File: config.mk
export PLATFORM = sky130hd
export DESIGN_NAME = led_strip_bit_encoder_flat
export DESIGN_NICKNAME = d
export VERILOG_FILES = /design/src/design/lsbe_pkg.sv /design/src/design/lsbe_ifs.sv /design/src/design/lsbe_cfg_regs.sv /design/src/design/lsbe_front.sv /design/src/design/lsbe_fifo.sv /design/src/design/lsbe_back.sv /design/src/design/led_strip_bit_encoder.sv /design/src/flat_wrapper.sv
export SDC_FILE = /design/constraint.sdc
export NUM_CORES = 1
export LEC_CHECK = 0
export BUFFER_PORTS_ARGS = -buffer_cell sky130_fd_sc_hd__buf_2
export CORE_MARGIN = 8
export CORE_UTILIZATION = 60
export CTS_CLUSTER_SIZE = 8
export DETAILED_ROUTE_END_ITERATION = 10
export PLACE_DENSITY = 0.76
export SYNTH_ARGS = -nofsm -noshare
export SYNTH_HDL_FRONTEND = slang
export SYNTH_SLANG_ARGS = --single-unit
File: constraint.sdc
create_clock -name clk -period 4 [get_ports clk]
set_input_delay 0.6 -clock clk [delete_from_list [all_inputs] [get_ports clk]]
set_output_delay 0.6 -clock clk [all_outputs]
set_load 0.01 [all_outputs]
File: src/design/lsbe_pkg.sv
// shared types, constants and helpers of the led strip bit encoder
package lsbe_pkg;

  localparam int CHAN_W     = 8;
  localparam int TICK_W     = 8;
  localparam int SEL_W      = 2;
  localparam int CFG_IDX_W  = 3;
  localparam int CFG_DATA_W = 8;
  localparam int WORD_W     = 32;
  localparam int BITS_RGB   = 24;
  localparam int BITS_RGBW  = 32;
  localparam int BIT_CNT_W  = 5;

  // channel selector codes
  localparam logic [SEL_W-1:0] SEL_RED   = 2'd0;
  localparam logic [SEL_W-1:0] SEL_GREEN = 2'd1;
  localparam logic [SEL_W-1:0] SEL_BLUE  = 2'd2;
  localparam logic [SEL_W-1:0] SEL_NONE  = 2'd3;

  // register indexes
  localparam logic [CFG_IDX_W-1:0] REG_ZERO_HIGH  = 3'd0;
  localparam logic [CFG_IDX_W-1:0] REG_ZERO_LOW   = 3'd1;
  localparam logic [CFG_IDX_W-1:0] REG_ONE_HIGH   = 3'd2;
  localparam logic [CFG_IDX_W-1:0] REG_ONE_LOW    = 3'd3;
  localparam logic [CFG_IDX_W-1:0] REG_FIRST_SEL  = 3'd4;
  localparam logic [CFG_IDX_W-1:0] REG_SECOND_SEL = 3'd5;
  localparam logic [CFG_IDX_W-1:0] REG_THIRD_SEL  = 3'd6;
  localparam logic [CFG_IDX_W-1:0] REG_WHITE_MODE = 3'd7;

  typedef struct packed {
    logic [TICK_W-1:0] zero_high;
    logic [TICK_W-1:0] zero_low;
    logic [TICK_W-1:0] one_high;
    logic [TICK_W-1:0] one_low;
    logic [SEL_W-1:0]  first_sel;
    logic [SEL_W-1:0]  second_sel;
    logic [SEL_W-1:0]  third_sel;
    logic              white_mode;
  } lsbe_cfg_t;

  // queued pixel: word left aligned, msb goes out first
  typedef struct packed {
    logic [WORD_W-1:0] word;
    logic              is32;
    logic              last;
  } lsbe_entry_t;

  typedef struct packed {
    logic [TICK_W-1:0] high_ticks;
    logic [TICK_W-1:0] low_ticks;
    logic              bit_value;
    logic              is_terminator;
    logic              last_symbol;
  } lsbe_sym_t;

  typedef enum logic [1:0] {
    BK_IDLE,
    BK_BITS,
    BK_TERM
  } bk_state_t;

  function automatic logic [CHAN_W-1:0] pick_chan(
    input logic [SEL_W-1:0]  sel,
    input logic [CHAN_W-1:0] r,
    input logic [CHAN_W-1:0] g,
    input logic [CHAN_W-1:0] b
  );
    logic [CHAN_W-1:0] res;
    unique case (sel)
      SEL_RED:   res = r;
      SEL_GREEN: res = g;
      SEL_BLUE:  res = b;
      SEL_NONE:  res = '0;
      default:   res = '0;
    endcase
    return res;
  endfunction

endpackage

File: src/design/lsbe_ifs.sv
// pixel and symbol channel interfaces

interface lsbe_pix_if import lsbe_pkg::*; ();
  logic              valid;
  logic              ready;
  logic [CHAN_W-1:0] red;
  logic [CHAN_W-1:0] green;
  logic [CHAN_W-1:0] blue;
  logic [CHAN_W-1:0] white;
  logic              last_pixel;

  modport source (output valid, red, green, blue, white, last_pixel, input ready);
  modport sink   (input valid, red, green, blue, white, last_pixel, output ready);
endinterface

interface lsbe_sym_if import lsbe_pkg::*; ();
  logic              valid;
  logic              ready;
  logic [TICK_W-1:0] high_ticks;
  logic [TICK_W-1:0] low_ticks;
  logic              bit_value;
  logic              is_terminator;
  logic              last_symbol;

  modport source (output valid, high_ticks, low_ticks, bit_value, is_terminator,
                  last_symbol, input ready);
  modport sink   (input valid, high_ticks, low_ticks, bit_value, is_terminator,
                  last_symbol, output ready);
endinterface

File: src/design/lsbe_cfg_regs.sv
// configuration register file
module lsbe_cfg_regs import lsbe_pkg::*; (
  input  logic                  clk,
  input  logic                  rst_n,
  input  logic                  cfg_we,
  input  logic [CFG_IDX_W-1:0]  cfg_index,
  input  logic [CFG_DATA_W-1:0] cfg_data,
  output lsbe_cfg_t             cfg
);

  lsbe_cfg_t cfg_r;
  lsbe_cfg_t cfg_nxt;

  always_comb begin
    cfg_nxt = cfg_r;
    if (cfg_we) begin
      unique case (cfg_index)
        REG_ZERO_HIGH:  cfg_nxt.zero_high  = cfg_data[TICK_W-1:0];
        REG_ZERO_LOW:   cfg_nxt.zero_low   = cfg_data[TICK_W-1:0];
        REG_ONE_HIGH:   cfg_nxt.one_high   = cfg_data[TICK_W-1:0];
        REG_ONE_LOW:    cfg_nxt.one_low    = cfg_data[TICK_W-1:0];
        REG_FIRST_SEL:  cfg_nxt.first_sel  = cfg_data[SEL_W-1:0];
        REG_SECOND_SEL: cfg_nxt.second_sel = cfg_data[SEL_W-1:0];
        REG_THIRD_SEL:  cfg_nxt.third_sel  = cfg_data[SEL_W-1:0];
        REG_WHITE_MODE: cfg_nxt.white_mode = cfg_data[0];
        default:        cfg_nxt = cfg_r;
      endcase
    end
  end

  always_ff @(posedge clk) begin
    if (!rst_n) begin
      cfg_r.zero_high  <= '0;
      cfg_r.zero_low   <= '0;
      cfg_r.one_high   <= '0;
      cfg_r.one_low    <= '0;
      cfg_r.first_sel  <= SEL_GREEN;
      cfg_r.second_sel <= SEL_RED;
      cfg_r.third_sel  <= SEL_BLUE;
      cfg_r.white_mode <= 1'b0;
    end else begin
      cfg_r <= cfg_nxt;
    end
  end

  assign cfg = cfg_r;

endmodule

File: src/design/lsbe_front.sv
// front end: takes pixels, orders channels and builds the queued word
module lsbe_front import lsbe_pkg::*; (
  lsbe_pix_if.sink    pix,
  input  lsbe_cfg_t   cfg,
  input  logic        q_full,
  output logic        push,
  output lsbe_entry_t entry
);

  logic [CHAN_W-1:0] byte_hi;
  logic [CHAN_W-1:0] byte_mid;
  logic [CHAN_W-1:0] byte_lo;

  assign byte_hi  = pick_chan(cfg.first_sel,  pix.red, pix.green, pix.blue);
  assign byte_mid = pick_chan(cfg.second_sel, pix.red, pix.green, pix.blue);
  assign byte_lo  = pick_chan(cfg.third_sel,  pix.red, pix.green, pix.blue);

  // rgb word sits in the top 24 bits; white fills the low byte in white mode
  always_comb begin
    entry.word = {byte_hi, byte_mid, byte_lo, CHAN_W'(0)};
    if (cfg.white_mode) begin
      entry.word[CHAN_W-1:0] = pix.white;
    end
    entry.is32 = cfg.white_mode;
    entry.last = pix.last_pixel;
  end

  assign pix.ready = !q_full;
  assign push      = pix.valid && !q_full;

endmodule

File: src/design/lsbe_fifo.sv
// small register queue between front and back
module lsbe_fifo import lsbe_pkg::*; #(
  parameter int DEPTH = 2
) (
  input  logic        clk,
  input  logic        rst_n,
  input  logic        push,
  input  lsbe_entry_t din,
  input  logic        pop,
  output logic        q_valid,
  output logic        q_full,
  output lsbe_entry_t dout
);

  localparam int PTR_W = (DEPTH > 1) ? $clog2(DEPTH) : 1;
  localparam int CNT_W = $clog2(DEPTH + 1);

  lsbe_entry_t      mem_r [DEPTH];
  logic [PTR_W-1:0] wr_ptr_r, wr_ptr_nxt;
  logic [PTR_W-1:0] rd_ptr_r, rd_ptr_nxt;
  logic [CNT_W-1:0] count_r, count_nxt;

  always_comb begin
    wr_ptr_nxt = wr_ptr_r;
    rd_ptr_nxt = rd_ptr_r;
    count_nxt  = count_r;
    if (push) begin
      wr_ptr_nxt = (wr_ptr_r == PTR_W'(DEPTH - 1)) ? '0 : wr_ptr_r + PTR_W'(1);
    end
    if (pop) begin
      rd_ptr_nxt = (rd_ptr_r == PTR_W'(DEPTH - 1)) ? '0 : rd_ptr_r + PTR_W'(1);
    end
    if (push && !pop) begin
      count_nxt = count_r + CNT_W'(1);
    end else if (pop && !push) begin
      count_nxt = count_r - CNT_W'(1);
    end
  end

  always_ff @(posedge clk) begin
    if (!rst_n) begin
      wr_ptr_r <= '0;
      rd_ptr_r <= '0;
      count_r  <= '0;
    end else begin
      wr_ptr_r <= wr_ptr_nxt;
      rd_ptr_r <= rd_ptr_nxt;
      count_r  <= count_nxt;
    end
  end

  always_ff @(posedge clk) begin
    if (push) begin
      mem_r[wr_ptr_r] <= din;
    end
  end

  assign q_valid = (count_r != '0);
  assign q_full  = (count_r == CNT_W'(DEPTH));
  assign dout    = mem_r[rd_ptr_r];

  a_no_overflow: assert property (@(posedge clk) disable iff (!rst_n)
    push |-> (count_r < CNT_W'(DEPTH) || pop))
    else $error("queue written while full");

  a_count_range: assert property (@(posedge clk) disable iff (!rst_n)
    count_r <= CNT_W'(DEPTH))
    else $error("queue count out of range");

endmodule

File: src/design/lsbe_back.sv
// back end: serializes queued words into timed symbols
module lsbe_back import lsbe_pkg::*; (
  input  logic        clk,
  input  logic        rst_n,
  input  lsbe_cfg_t   cfg,
  input  logic        q_valid,
  input  lsbe_entry_t q_data,
  output logic        pop,
  lsbe_sym_if.source  sym
);

  bk_state_t            state_r, state_nxt;
  logic [WORD_W-1:0]    word_r;
  logic [BIT_CNT_W-1:0] cnt_r;
  logic                 last_r;
  logic                 out_valid_r;
  lsbe_sym_t            sym_r, sym_nxt;
  logic                 adv;
  logic                 emit;
  logic                 cur_bit;
  logic                 final_bit;

  assign adv       = !out_valid_r || sym.ready;
  assign cur_bit   = word_r[WORD_W-1];
  assign final_bit = (cnt_r == '0);

  // next state
  always_comb begin
    state_nxt = state_r;
    unique case (state_r)
      BK_IDLE: begin
        if (q_valid) state_nxt = BK_BITS;
      end
      BK_BITS: begin
        if (adv && final_bit) begin
          if (last_r)       state_nxt = BK_TERM;
          else if (q_valid) state_nxt = BK_BITS;
          else              state_nxt = BK_IDLE;
        end
      end
      BK_TERM: begin
        if (adv) state_nxt = q_valid ? BK_BITS : BK_IDLE;
      end
      default: state_nxt = BK_IDLE;
    endcase
  end

  // outputs
  always_comb begin
    pop     = 1'b0;
    emit    = 1'b0;
    sym_nxt = '0;
    unique case (state_r)
      BK_IDLE: begin
        pop = q_valid;
      end
      BK_BITS: begin
        if (adv) begin
          emit                = 1'b1;
          sym_nxt.high_ticks  = cur_bit ? cfg.one_high : cfg.zero_high;
          sym_nxt.low_ticks   = cur_bit ? cfg.one_low : cfg.zero_low;
          sym_nxt.bit_value   = cur_bit;
          sym_nxt.last_symbol = final_bit && !last_r;
          pop                 = final_bit && !last_r && q_valid;
        end
      end
      BK_TERM: begin
        if (adv) begin
          emit                  = 1'b1;
          sym_nxt.is_terminator = 1'b1;
          sym_nxt.last_symbol   = 1'b1;
          pop                   = q_valid;
        end
      end
      default: begin
        pop  = 1'b0;
        emit = 1'b0;
      end
    endcase
  end

  always_ff @(posedge clk) begin
    if (!rst_n) begin
      state_r     <= BK_IDLE;
      out_valid_r <= 1'b0;
    end else begin
      state_r <= state_nxt;
      if (adv) out_valid_r <= emit;
    end
  end

  always_ff @(posedge clk) begin
    if (pop) begin
      word_r <= q_data.word;
      cnt_r  <= q_data.is32 ? BIT_CNT_W'(BITS_RGBW - 1) : BIT_CNT_W'(BITS_RGB - 1);
      last_r <= q_data.last;
    end else if (emit && state_r == BK_BITS) begin
      word_r <= {word_r[WORD_W-2:0], 1'b0};
      cnt_r  <= cnt_r - BIT_CNT_W'(1);
    end
    if (emit) sym_r <= sym_nxt;
  end

  assign sym.valid         = out_valid_r;
  assign sym.high_ticks    = sym_r.high_ticks;
  assign sym.low_ticks     = sym_r.low_ticks;
  assign sym.bit_value     = sym_r.bit_value;
  assign sym.is_terminator = sym_r.is_terminator;
  assign sym.last_symbol   = sym_r.last_symbol;

  a_pop_nonempty: assert property (@(posedge clk) disable iff (!rst_n)
    pop |-> q_valid)
    else $error("pop from empty queue");

  a_term_after_last: assert property (@(posedge clk) disable iff (!rst_n)
    (state_r == BK_TERM) |-> last_r)
    else $error("terminator for a pixel not marked last");

endmodule

File: src/design/led_strip_bit_encoder.sv
// top level of the led strip bit encoder
//
// in_pix carries one pixel per word (red, green, blue, white, last_pixel);
// out_sym carries one symbol per word: high/low durations in ticks, the data
// bit, a terminator flag and a flag on the final symbol of the pixel.
// cfg_we/cfg_index/cfg_data write the timing, channel order and white mode
// registers; write them only while no pixel is in flight.
// a pixel gives 24 symbols, or 32 in white mode, msb of the ordered word
// first; a pixel flagged last_pixel adds one terminator with zero durations.
// when the back end is idle, a taken pixel goes through the queue, the idle
// and bits states and the symbol output register before its first symbol
// shows on out_sym. throughput: one symbol per cycle while out_sym is ready
// and a pixel is queued, set by the single serializer in the back end.
// the front end converts a pixel in the cycle it is taken and parks it in a
// small queue, so the next pixels are taken while the current one is still
// going out; in_pix.ready drops only once the queue is full.
// when out_sym is stalled the symbol holds in its output register and the
// serializer waits; nothing is lost.
// reset (rst_n low, synchronous) empties the queue, drops out_sym.valid and
// restores the register defaults: zero timings, green-red-blue order, rgb mode.
module led_strip_bit_encoder import lsbe_pkg::*; #(
  parameter int QUEUE_DEPTH = 2
) (
  input  logic                  clk,
  input  logic                  rst_n,
  input  logic                  cfg_we,
  input  logic [CFG_IDX_W-1:0]  cfg_index,
  input  logic [CFG_DATA_W-1:0] cfg_data,
  lsbe_pix_if.sink              in_pix,
  lsbe_sym_if.source            out_sym
);

  // register file, shared by both halves
  lsbe_cfg_t   cfg;

  // front-to-queue and queue-to-back signals
  logic        push;
  lsbe_entry_t entry;
  logic        q_full;
  logic        q_valid;
  lsbe_entry_t q_data;
  logic        pop;

  lsbe_cfg_regs u_cfg (
    .clk       (clk),
    .rst_n     (rst_n),
    .cfg_we    (cfg_we),
    .cfg_index (cfg_index),
    .cfg_data  (cfg_data),
    .cfg       (cfg)
  );

  // channel ordering and word build
  lsbe_front u_front (
    .pix    (in_pix),
    .cfg    (cfg),
    .q_full (q_full),
    .push   (push),
    .entry  (entry)
  );

  // decouples pixel intake from symbol output
  lsbe_fifo #(
    .DEPTH (QUEUE_DEPTH)
  ) u_fifo (
    .clk     (clk),
    .rst_n   (rst_n),
    .push    (push),
    .din     (entry),
    .pop     (pop),
    .q_valid (q_valid),
    .q_full  (q_full),
    .dout    (q_data)
  );

  // bit serializer with registered output
  lsbe_back u_back (
    .clk     (clk),
    .rst_n   (rst_n),
    .cfg     (cfg),
    .q_valid (q_valid),
    .q_data  (q_data),
    .pop     (pop),
    .sym     (out_sym)
  );

endmodule

File: src/flat_wrapper.sv
// flat-port wrapper written by rule: the top's interface ports become plain ports
module led_strip_bit_encoder_flat import lsbe_pkg::*;
#(
  parameter int QUEUE_DEPTH = 2
)
  (clk, rst_n, cfg_we, cfg_index, cfg_data, in_pix_valid, in_pix_red, in_pix_green, in_pix_blue, in_pix_white, in_pix_last_pixel, in_pix_ready, out_sym_valid, out_sym_high_ticks, out_sym_low_ticks, out_sym_bit_value, out_sym_is_terminator, out_sym_last_symbol, out_sym_ready);
  lsbe_pix_if in_pix_i ();
  lsbe_sym_if out_sym_i ();
  input  logic clk;
  input  logic rst_n;
  input  logic cfg_we;
  input  logic [CFG_IDX_W-1:0] cfg_index;
  input  logic [CFG_DATA_W-1:0] cfg_data;
  input wire logic [$bits(in_pix_i.valid)-1:0] in_pix_valid;
  input wire logic [$bits(in_pix_i.red)-1:0] in_pix_red;
  input wire logic [$bits(in_pix_i.green)-1:0] in_pix_green;
  input wire logic [$bits(in_pix_i.blue)-1:0] in_pix_blue;
  input wire logic [$bits(in_pix_i.white)-1:0] in_pix_white;
  input wire logic [$bits(in_pix_i.last_pixel)-1:0] in_pix_last_pixel;
  output wire logic [$bits(in_pix_i.ready)-1:0] in_pix_ready;
  output wire logic [$bits(out_sym_i.valid)-1:0] out_sym_valid;
  output wire logic [$bits(out_sym_i.high_ticks)-1:0] out_sym_high_ticks;
  output wire logic [$bits(out_sym_i.low_ticks)-1:0] out_sym_low_ticks;
  output wire logic [$bits(out_sym_i.bit_value)-1:0] out_sym_bit_value;
  output wire logic [$bits(out_sym_i.is_terminator)-1:0] out_sym_is_terminator;
  output wire logic [$bits(out_sym_i.last_symbol)-1:0] out_sym_last_symbol;
  input wire logic [$bits(out_sym_i.ready)-1:0] out_sym_ready;
  assign in_pix_i.valid = in_pix_valid;
  assign in_pix_i.red = in_pix_red;
  assign in_pix_i.green = in_pix_green;
  assign in_pix_i.blue = in_pix_blue;
  assign in_pix_i.white = in_pix_white;
  assign in_pix_i.last_pixel = in_pix_last_pixel;
  assign in_pix_ready = in_pix_i.ready;
  assign out_sym_valid = out_sym_i.valid;
  assign out_sym_high_ticks = out_sym_i.high_ticks;
  assign out_sym_low_ticks = out_sym_i.low_ticks;
  assign out_sym_bit_value = out_sym_i.bit_value;
  assign out_sym_is_terminator = out_sym_i.is_terminator;
  assign out_sym_last_symbol = out_sym_i.last_symbol;
  assign out_sym_i.ready = out_sym_ready;
  led_strip_bit_encoder #(.QUEUE_DEPTH(QUEUE_DEPTH)) u_core (.clk(clk), .rst_n(rst_n), .cfg_we(cfg_we), .cfg_index(cfg_index), .cfg_data(cfg_data), .in_pix(in_pix_i), .out_sym(out_sym_i));
endmodule
==> metrics <==
sequential element share of the synthesized area 0.6159; r2r setup slk about 1.3 ns; vias in the first global route 4829; Tightest Pin Transition between 0.9 and 1 ns; Reg2Reg Capture Point u_core.u_back.word_r[31]$_DFFE_PP_; Synth Area per Inst 13.10 sq um; mapped cell area around 7600 sq um; largest net degree at the start of global routing slightly below 50; Syn Nets around 640; Slew Limit Fails 0; Crit. Startpoint u_core.u_back.state_r[0]$_SDFFE_PN0P_; CP Data Arrival Time 2.86 ns; Hold Buf Count CTS 0; number of CTS-inserted buffers 17; Die ar. between 15000 and 20000 sq um; Hold Path Depth 1; Nets 701; Clock Pin Slew Worst Setup and Hold Paths ~0.060 ns; WL final roughly 15000 um; worst reg-to-reg path cell count 6; TritonCTS Sinks approximately 170; via count between 4000 and 5000; Clock Latency Late Sink between 0.4 and 0.5 ns; Worst EP required ~4.2 ns; number of synthesized register bits about 170; Startpoint Class flip-flop; remaining antenna violation count 0; final setup violation count 0; worst rel slew slack 0.3349; final setup TNS 0 ns; Total Routing Usage GR 0.1924; critical path type reg -> reg; Site Rows 41; DRC 0; grt total ovfl 0; Non-Filler Instances 830; async set-reset flop share out of synthesis 0; Worst IR Drop VDD 0.3986 mV; Port Buf Inserts roughly 70; I/O Pins 70; synth warn 0; number of flops mapped to enable cells by yosys about 130; GP Congestion about 0.8; RSZ-0062 raised after global routing no; fin crit period 2.682 ns; placed cells around 800; clk_skew a little over 0.009 ns; Die Ht 128.7 um; layout cells sized above 1 0.2629; first-pass GRT wire length 24240 um; Critical-path top delay cell buf_4; number of max-cap violations 0; H-Tree Depth 4; Fill cells around 940; Synth-to-Final Area Change 13.39%; worst-case clock buffer depth 2; Top FF cell, synth edfxtp_1; Hold Fails Final Rpt 0; initial antenna violation count 0; mean routed wirelength per cell 18.41 um; die width between 100 and 150 um; P_leak ~3.3 nW; Critical path destination u_core.u_back.word_r[31]$_DFFE_PP_; crit end category flip-flop; Initial DRC Count approximately 320; Post-CTS Resized 0; drt via density 5.588; Critical R2R Launch u_core.u_back.state_r[0]$_SDFFE_PN0P_; CTS tree done; max frequency between 0.3 and 0.4 GHz; core area about 13000 sq um; crit path max fanout 35; Antenna diodes 0; Critical Path Max Stage Delay 0.51 ns; Pre-antenna DRT Iters 4; period utilization 0.6704; crit-path cells inv_1, ha_1, and2_2, o211a_2, buf_4, mux2_2; status complete, no violations; post-synth cell types 37; HPWL Detailed about 10000 um; Initial Util 0.6090; Post-CTS Setup Repair Bufs 0; Root Buffer clkbuf_16; worst min-delay path class in -> reg; Tot Pwr about 0.0061 W; Synth Instances between 500 and 600; power density over cell area roughly 700 nW/um^2
==> registers in the layout, summed over array words and instances (netlist names), named ones only <==
signal / cells
u_core.u_fifo.mem_r: 68
u_core.u_cfg.cfg: 39
u_core.u_back.word_r: 32
u_core.u_back.sym.high_ticks: 8
u_core.u_back.sym.low_ticks: 8
u_core.u_back.cnt_r: 5
u_core.u_back.state_r: 2
u_core.u_fifo.count_r: 2
u_core.u_back.last_r: 1
u_core.u_back.sym.bit_value: 1
u_core.u_back.sym.is_terminator: 1
u_core.u_back.sym.last_symbol: 1
u_core.u_back.sym.valid: 1
u_core.u_fifo.rd_ptr_r: 1
u_core.u_fifo.wr_ptr_r: 1
==> kinds of logic (layout without fill, tap and decap cells) <==
kind of cell,after synthesis,in the layout,share of synthesized area
xor gates and xnor gates,6,6,0.006894
muxes,117,117,0.1763
buffers and inverters,37,113,0.02922
AOI/OAI and AO/OA,69,69,0.05844
DFF,172,172,0.6159
and+or+nand+nor,174,174,0.1018
adders and majority gates,7,7,0.01149
==> power breakdown <==
part           switching (W)  internal (W)
logic               0.000787      0.000809
clock network       0.000662       0.00103
registers           0.000237       0.00254
total                0.00169       0.00438
==> worst min-delay path by stage <==
| stage | startpoint | end | slack [ns] |
|---|---|---|---|
| 3_3_place_gp | u_core.u_cfg.cfg[27]$_SDFFE_PN0P_ | u_core.u_cfg.cfg[27]$_SDFFE_PN0P_ | 0.45 |
| 6_report | in_pix_last_pixel | u_core.u_fifo.mem_r[0][0]$_DFFE_PP_ | 0.36 |
| 3_5_place_dp | u_core.u_cfg.cfg[38]$_SDFFE_PN0P_ | u_core.u_cfg.cfg[38]$_SDFFE_PN0P_ | 0.46 |
| 2_1_floorplan | u_core.u_cfg.cfg[23]$_SDFFE_PN0P_ | u_core.u_cfg.cfg[23]$_SDFFE_PN0P_ | 0.44 |
| 4_1_cts | in_pix_last_pixel | u_core.u_fifo.mem_r[0][0]$_DFFE_PP_ | 0.35 |
| 5_1_grt | in_pix_last_pixel | u_core.u_fifo.mem_r[1][0]$_DFFE_PP_ | 0.36 |
==> layer usage <==
| metal | track usage | vias to the layer above | share of wire |
|---|---|---|---|
| met2 | 0.3242 | 127 | 0.50 |
| li1 | - | 2199 | - |
| met4 | 0.08777 | 0 | 0.019 |
| met5 | 0 | - | 0 |
| met1 | 0.2268 | 2286 | 0.43 |
| met3 | 0.05048 | 26 | 0.048 |
==> cell usage in the layout (no fill, tap or decap), drive strengths merged, types with 3 or more instances in the layout <==
master    n
a21boi   33
and3      3
and2     14
dfxtp    47
nand3     4
mux2     63
mux2i    54
clkbuf   23
xnor2     4
nor2     24
nand2   104
nor3      3
ha        7
inv       7
clkinv    6
nor2b    13
edfxtp  125
o21ai    30
buf      74
nand2b    5
==> cells in the mapped netlist (6+ instances only) <==
cell type  count  area (sq um)
nand2_1      104         390.4
nor2_1        24         90.09
edfxtp_1     125          3754
inv_1          6         22.52
clkbuf_1      22         82.58
nor2b_1       13         81.33
mux2i_1       54         540.5
and2_1        13         81.33
dfxtp_1       47         940.9
ha_1           7         87.58
o21ai_0       29         145.1
a21boi_0      33         247.7
mux2_2        38         427.9
mux2_4        25         375.4
==> cell type report <==
cell class                 instances  area, sq um  share of cell area
clock buffer                      23        511.7             0.05921
clock inverter                     9        105.1             0.01216
inverter                           7        26.28            0.003040
multi-input combinational        373         2708              0.3133
sequential                       172         4695              0.5431
tap                              172        215.2             0.02490
timing repair buffer              74        382.9             0.04430
==> stage by stage <==
step	utilization	worst slack, ns	hold slack, ns	cell area, sq um
2_1_floorplan	-	1.355	0.4428	7622
3_3_place_gp	0.6412	1.304	0.4513	8026
3_5_place_dp	0.6412	1.235	0.4581	8026
4_1_cts	0.6905	1.292	0.3474	8643
5_1_grt	0.6905	1.157	0.3608	8643
6_report	0.6905	1.318	0.3634	8643
==> critical path, delay by kind of cell, from the launching register on <==
kind	cells	cell delay, ns
buffers and inverters	2	0.59
flip-flops	1	0.38
adder cells (fa/ha/maj)	1	0.29
AND/OR/NAND/NOR	1	0.48
multiplexers	1	0.40
AO/OA/AOI/OAI	1	0.27
Note: power is estimated with default switching activity, not from simulation.
